## src/sv/htw_pkg.sv

```systemverilog
// shared types and codes of the hierarchical timer wheel
`timescale 1ns / 1ps
`default_nettype none
package htw_pkg;

    // decoded operation of an input item
    typedef enum logic [1:0] {
        OP_ADD  = 2'd0,
        OP_MOD  = 2'd1,
        OP_DEL  = 2'd2,
        OP_TICK = 2'd3
    } op_t;

    // result status codes
    localparam logic [2:0] ST_ADDED    = 3'd0;
    localparam logic [2:0] ST_MODIFIED = 3'd1;
    localparam logic [2:0] ST_DELETED  = 3'd2;
    localparam logic [2:0] ST_EXPIRED  = 3'd3;
    localparam logic [2:0] ST_IDLE     = 3'd4;
    localparam logic [2:0] ST_FULL     = 3'd5;
    localparam logic [2:0] ST_UNUSED   = 3'd6;

    // classified command from the front to the back
    typedef struct packed {
        op_t                op;
        logic               handle_ok;
        logic [5:0]         handle;
        logic [31:0]        elapse;
        logic signed [31:0] repeat_count;
        logic [31:0]        tag;
    } cmd_t;

    // one result item
    typedef struct packed {
        logic [2:0]         status;
        logic [5:0]         timer_handle;
        logic [31:0]        timer_tag;
        logic signed [31:0] remaining;
        logic [31:0]        tick_now;
        logic               last;
    } res_t;

endpackage
`default_nettype wire

```

## src/sv/htw_outq.sv

```systemverilog
// result queue toward the consumer
`timescale 1ns / 1ps
`default_nettype none
module htw_outq (
    input  wire                 clk,
    input  wire                 rst_n,
    input  wire                 in_push,
    input  htw_pkg::res_t       in_data,
    output logic                in_full,
    output logic                empty,
    input  wire                 pop,
    output htw_pkg::res_t       out_data
);

    localparam int DEPTH = 4;
    localparam int PW    = $clog2(DEPTH);

    htw_pkg::res_t q_reg [DEPTH];
    logic [PW-1:0] wr_ptr_reg, wr_ptr_next;
    logic [PW-1:0] rd_ptr_reg, rd_ptr_next;
    logic [PW:0]   cnt_reg, cnt_next;
    logic          do_push, do_pop;

    assign in_full  = (cnt_reg == (PW+1)'(DEPTH));
    assign empty    = (cnt_reg == '0);
    assign do_push  = in_push && !in_full;
    assign do_pop   = pop && !empty;
    assign out_data = q_reg[rd_ptr_reg];

    // pointer and count update
    always_comb
    begin
        wr_ptr_next = do_push ? wr_ptr_reg + 1'b1 : wr_ptr_reg;
        rd_ptr_next = do_pop ? rd_ptr_reg + 1'b1 : rd_ptr_reg;
        case ({do_push, do_pop})
            2'b10:   cnt_next = cnt_reg + 1'b1;
            2'b01:   cnt_next = cnt_reg - 1'b1;
            default: cnt_next = cnt_reg;
        endcase
    end

    always_ff @(posedge clk or negedge rst_n)
    begin
        if (!rst_n)
        begin
            wr_ptr_reg <= '0;
            rd_ptr_reg <= '0;
            cnt_reg    <= '0;
        end
        else
        begin
            wr_ptr_reg <= wr_ptr_next;
            rd_ptr_reg <= rd_ptr_next;
            cnt_reg    <= cnt_next;
        end
    end

    // storage
    always_ff @(posedge clk)
    begin
        if (do_push)
        begin
            q_reg[wr_ptr_reg] <= in_data;
        end
    end

endmodule
`default_nettype wire

```

## config.mk

```make
export PLATFORM = sky130hd
export DESIGN_NAME = htw_outq
export DESIGN_NICKNAME = d
export VERILOG_FILES = /design/src/sv/htw_pkg.sv /design/src/sv/htw_outq.sv
export SDC_FILE = /design/constraint.sdc
export NUM_CORES = 1
export LEC_CHECK = 0
export ABC_AREA = 1
export BUFFER_PORTS_ARGS = -buffer_cell sky130_fd_sc_hd__clkbuf_2
export CAP_MARGIN = 30
export CORE_MARGIN = 3
export CORE_UTILIZATION = 61
export CTS_CLUSTER_DIAMETER = 100
export CTS_CLUSTER_SIZE = 8
export DETAILED_ROUTE_END_ITERATION = 7
export GPL_TIMING_DRIVEN = 0
export HOLD_SLACK_MARGIN = 0.02
export PLACE_DENSITY = 0.88
export SETUP_SLACK_MARGIN = 0.5
export SLEW_MARGIN = 20
export SYNTH_ARGS = -nofsm -noshare
export SYNTH_HDL_FRONTEND = slang
export SYNTH_SLANG_ARGS = --single-unit
export TNS_END_PERCENT = 30
```

## constraint.sdc

```tcl
create_clock -name clk -period 12.6 [get_ports clk]
set_clock_uncertainty 0.1 [all_clocks]
set_input_delay 3.78 -clock clk [delete_from_list [all_inputs] [get_ports clk]]
set_output_delay 3.78 -clock clk [all_outputs]
set_load 0.02 [all_outputs]
```

==> results.cfg, run 1 <==
[run_status]
status = completed

[timing]
fin_crit_ps = 6150
slew_headroom = 0.511
post-route-period-util = 0.488
timing.hold.ws_ps = 398
max_freq_mhz = 163
tightestPinTransition_ps = 732
fin_tns_setup_ps = 0
setup_viol = 0
hold_viol_final = 0
maxSlewViolCount = 0
rsz0062_at_grt = no

[finish]
nets = 1711
syn_to_final_growth_pct = 20.8
drive_above_1_share = 0.281
largest_reg_flops = 424
final_cell_count_no_fill = 2002
fin_area_um2 = 21500

[critical_path]
crit_fanout = 10
cp.required_ps = 8720
path_cells = inv_2 > buf_6 > clkbuf_1 > o211ai_1 > nand2_1 > clkbuf_2
setup.worst_path.class = reg2out
critPathLaunchType = register
crit_arrival_ps = 2270
cp_slowest_cell = clkbuf_1
critPathTopFamily = buffers and inverters
cp-end-kind = output pin
cpPeakStageDelay_ps = 530
cp_num_buf_inv = 4

[clocking]
numCtsBuffers = 59
clockBufferDepth = 3
cts.repair.resized = 0
clk_latency_ps = 550
cts_tree = done
htree_levels = 2
cts_setup_buffers = 0
clock-sinks = 431
cts-root-buf = clkbuf_16
clkSlewWorstSetupHoldPaths_ps = 50
cts_hold_buf = 0

[synthesis]
synth_area_leaders = edfxtp_1 (72%), o211ai_2 (7.7%), nand2_1 (7.1%)
synth_top_area_frac = 0.717
syn_area_um2 = 17800
avgSynthCellArea_um2 = 13.7
async_flop_share = 0.0162
yosysUniqueCellTypes = 21
yosys_warnings = 0
synth_edf_count = 424
yosysTopAreaCell = edfxtp_1
synthTopCellsByCount = edfxtp_1 (424), nand2_1 (336), inv_1 (225)
synthFlopType = edfxtp_1
synth_nets = 1414
yosysMostFrequentCell = edfxtp_1
ys_ff_latch = 431
syn_inst = 1298
synth_seq_area_share = 0.726

[route]
drc_errors = 0
antenna_left = 0
drt_iter0_markers = 1027
drtPass1Iterations = 5
wl_um = 40900
via_per_inst = 5.60
routedWlPerCell_um = 20.4
num_vias = 11200

[flow_run]
maxCapViolCount = 0

[worst_hold_path]
hold_path.class = reg2reg

[grt]
grt_use_total = 0.261
grt_overflow = 0
grt_pass1_vias = 11500
grt_max_degree = 26
antenna_found_initial = 4
grt_first_pass_wirelength_um = 62500

[power]
power_w = 0.00553
p_leak_nw = 8.90
peakVddDrop_mv = 0.196
power_density_nw_per_um2 = 257

[placed_design]
dp_cells = 1912
placed_cell_area_um2 = 19800
dp_hpwl_um = 26000
gp_congestion = 0.760
portBuffers = 217

[floorplan]
fp.coreArea_um2 = 28200
die_h_um = 177
num_io_pins = 218
initial_utilization = 0.629
die_w_um = 177
die_area_um2 = 31200
num_rows = 61
-- worst register-to-register path, stage by stage (launching register included) --
cell	delay [ps]
dfrtp_1	370
inv_2	70
nand3_1	150
nand2_1	330
nor2_4	680
buf_12	290
buf_12	230
buf_16	210
-- power by group --
group	switching, W	total (W)	internal, W	leakage [nW]
Clock	0.000534	0.00140	0.000867	0.782
Combinational	0.00148	0.00216	0.000679	4.14
Sequential	0.0000780	0.00197	0.00189	3.97
-- metal layers --
| metal | GRT usage | share of wire |
|---|---|---|
| met2 | 0.449 | 0.51 |
| met3 | 0.0590 | 0.081 |
| met5 | 0 | 0.00066 |
| met1 | 0.332 | 0.38 |
| met4 | 0.0822 | 0.027 |
-- cells by family after synthesis --
family                   after synthesis  synth area share
flip-flops                           431             0.726
adder cells (fa/ha/maj)                6           0.00465
XOR/XNOR                               1          0.000493
buffers and inverters                299            0.0738
AO/OA/AOI/OAI                        213             0.121
AND/OR/NAND/NOR                      348            0.0741
-- through the flow --
stage | setup WS, ps | util
3_3_place_gp | 247 | 0.684
5_1_grt | 6340 | 0.760
6_report | 6450 | 0.760
3_5_place_dp | 6580 | 0.702
2_1_floorplan | 3590 | -
4_1_cts | 6410 | 0.760
-- cell usage in the layout, fill, tap and decap left out, types with 5 or more instances in the layout --
cell	n
clkbuf_2	217
nand3_1	7
buf_6	20
o211ai_1	103
inv_1	225
o211ai_2	109
edfxtp_1	424
clkbuf_16	61
nand2_1	336
buf_2	17
dfrtp_1	7
ha_1	5
buf_12	6
clkbuf_1	51
buf_16	13
-- area by class of cell --
class / instances / area [µm²]
flip-flops and latches: 431 / 12900
fillers: 1630 / 6770
multi-input cells: 568 / 3580
clock buffers: 87 / 1620
repair buffers: 236 / 1560
inverters: 229 / 862
well taps: 378 / 473
plain buffers: 70 / 449
diodes: 3 / 7.51
-- path summary, 6_finish.rpt --
check | startpoint | endpoint | slack (ps) | cells after the start
max | rd_ptr_reg[0] | out_data[3] | 6450 | 6
min | cnt_reg[0] | cnt_reg[0] | 400 | 1
max reg2reg | cnt_reg[0] | q_reg[3][1] | 9870 | 7
max in group asynchronous | rst_n | cnt_reg[2] | 9260 | 1
min in group asynchronous | rst_n | rd_ptr_reg[0] | 2960 | 1
min reg2reg | cnt_reg[0] | cnt_reg[0] | 400 | 1
Power figures use the tool's default switching activity.
==> run 2: changes to the inputs <==
Settings changed: CORE_UTILIZATION 61 to 58, PLACE_DENSITY 0.88 to 0.85.
Clock period 12.6 ns to 6.3 ns, I/O delays scaled along.
==> run 2 against run 1 <==
  * Worst setup slack got worse by 4400 ps
  * Via count decreased by 2.2%
  * Cell count increased by 0.65%
  * Sequential power increased by 99%
  * Total power increased by 100%
  * Highest routed layer unchanged
  * Hold slack improved by 8.4 ps
  * Wire length decreased by 3.0%
  * Critical endpoint is now out_data[76]
  * First-iteration DRC count decreased by 12%
  * Largest cell class unchanged
  * Register-to-register slack got worse by 6000 ps
  * Global-route usage decreased by 2.0 points
==> results.cfg, run 2 (synthesized netlist as in run 1, its figures left out) <==
[finish]
multi_input_area_um2 = 3580
regArea_um2 = 12900
fin_area_um2 = 21500
final_cell_count_no_fill = 2015
syn_to_final_growth_pct = 21.3
final_common_cell = edfxtp_1
drive_above_1_share = 0.283
final_cell_mix = edfxtp_1 (424), nand2_1 (336), inv_1 (225)
nets = 1714
largest_reg_flops = 424
fillers = 1820

[timing]
max_freq_mhz = 233
fin_crit_ps = 4300
tightestPinTransition_ps = 738
maxSlewViolCount = 0
fin_tns_setup_ps = 0
hold_viol_final = 0
slew_headroom = 0.506
setup_viol = 0
rsz0062_at_grt = no
post-route-period-util = 0.682

[floorplan]
num_io_pins = 218
die_w_um = 181
die_h_um = 181
fp.coreArea_um2 = 30000
num_rows = 63
die_area_um2 = 32800
initial_utilization = 0.593

[critical_path]
crit_fanout = 10
r2r_slack_ps = 3830
cp.required_ps = 4310
cp_num_buf_inv = 4
cpPeakStageDelay_ps = 500
setup.worst_path.class = reg2out
crit_top_cell = nand2_1
critPathTopFamily = buffers and inverters
critPathLaunchType = register
crit_arrival_ps = 2310
cp-end-kind = output pin
cp_slowest_cell = clkbuf_1
path_cells = inv_2 > buf_6 > clkbuf_1 > nand2_1 > o211ai_2 > nand2_1 > clkbuf_2

[run_status]
status = completed

[power]
peakVddDrop_mv = 0.309
combinationalPowerShare = 0.393
power_w = 0.0110
switching_share = 0.377
power_density_nw_per_um2 = 512
p_switching_w = 0.00416
p_clk_frac = 0.252
internal_power_w = 0.00687
p_seq_frac = 0.356
p_leak_nw = 8.93

[route]
met1_length_um = 15700
routedWlPerCell_um = 19.7
drc_errors = 0
num_vias = 11000
wl_met2_um = 19900
drtPass1Iterations = 5
drt_iter0_markers = 902
via_per_inst = 5.44
wl_um = 39700
wl_met3_um = 2950
antenna_left = 0
maxUsedRoutingLayer = met5

[clocking]
cts_hold_buf = 0
htree_levels = 2
cts_setup_buffers = 0
clkSlewWorstSetupHoldPaths_ps = 50
cts-root-buf = clkbuf_16
cts_tree = done
clk_latency_ps = 550
clockBufferDepth = 3
numCtsBuffers = 59
clock-sinks = 431
cts.repair.resized = 0

[grt]
antenna_found_initial = 3
grt_overflow = 0
grt_max_degree = 25
grt_pass1_vias = 11200
grt_use_total = 0.241
grt_first_pass_wirelength_um = 61700

[flow_run]
maxCapViolCount = 0

[placed_design]
gp_congestion = 0.780
dp_hpwl_um = 25900
placed_cell_area_um2 = 19900
dp_cells = 1927
portBuffers = 217

[worst_hold_path]
hold_path.class = reg2reg
## run 2: power by group through the flow
stage	clock network (W)	registers, W	logic [W]
after floorplan	0	0.00403	0.00271
after global placement	0	0.00413	0.00400
after detailed placement	0	0.00397	0.00435
after CTS	0.00282	0.00392	0.00438
after global routing	0.00294	0.00395	0.00469
final	0.00278	0.00392	0.00433
## run 2: layout make-up
| cell class | instances | area share |
|---|---|---|
| Tap cell | 390 | 0.0226 |
| Inverter | 229 | 0.0400 |
| Multi-Input combinational cell | 568 | 0.166 |
| Antenna cell | 1 | 0.000116 |
| Sequential cell | 431 | 0.599 |
| Clock buffer | 85 | 0.0740 |
| Buffer | 70 | 0.0208 |
| Timing Repair Buffer | 239 | 0.0761 |
| Clock inverter | 2 | 0.00116 |
## run 2: metal layers
| layer | track usage | up-vias |
|---|---|---|
| met1 | 0.314 | 5320 |
| met2 | 0.410 | 406 |
| met3 | 0.0491 | 82 |
| met5 | 0 | - |
| li1 | - | 5148 |
| met4 | 0.0804 | 4 |
## run 2: final timing paths
path	startpoint	to	depth (start not counted)
worst max-delay path	rd_ptr_reg[0]	out_data[76]	7
worst min-delay path	cnt_reg[0]	cnt_reg[0]	1
worst max register to register	cnt_reg[0]	q_reg[1][89]	7
worst min register to register	cnt_reg[0]	cnt_reg[0]	1
max in group asynchronous	rst_n	cnt_reg[0]	1
min in group asynchronous	rst_n	cnt_reg[2]	1
## run 2: through the flow
step                hold slack [ps]  worst slack (ps)  utilization
floorplan                       363              -822            -
global placement                381             -4370        0.646
detailed placement              391              2430        0.665
CTS                             402              1980        0.719
global route                    428              1860        0.719
finish                          406              2000        0.719
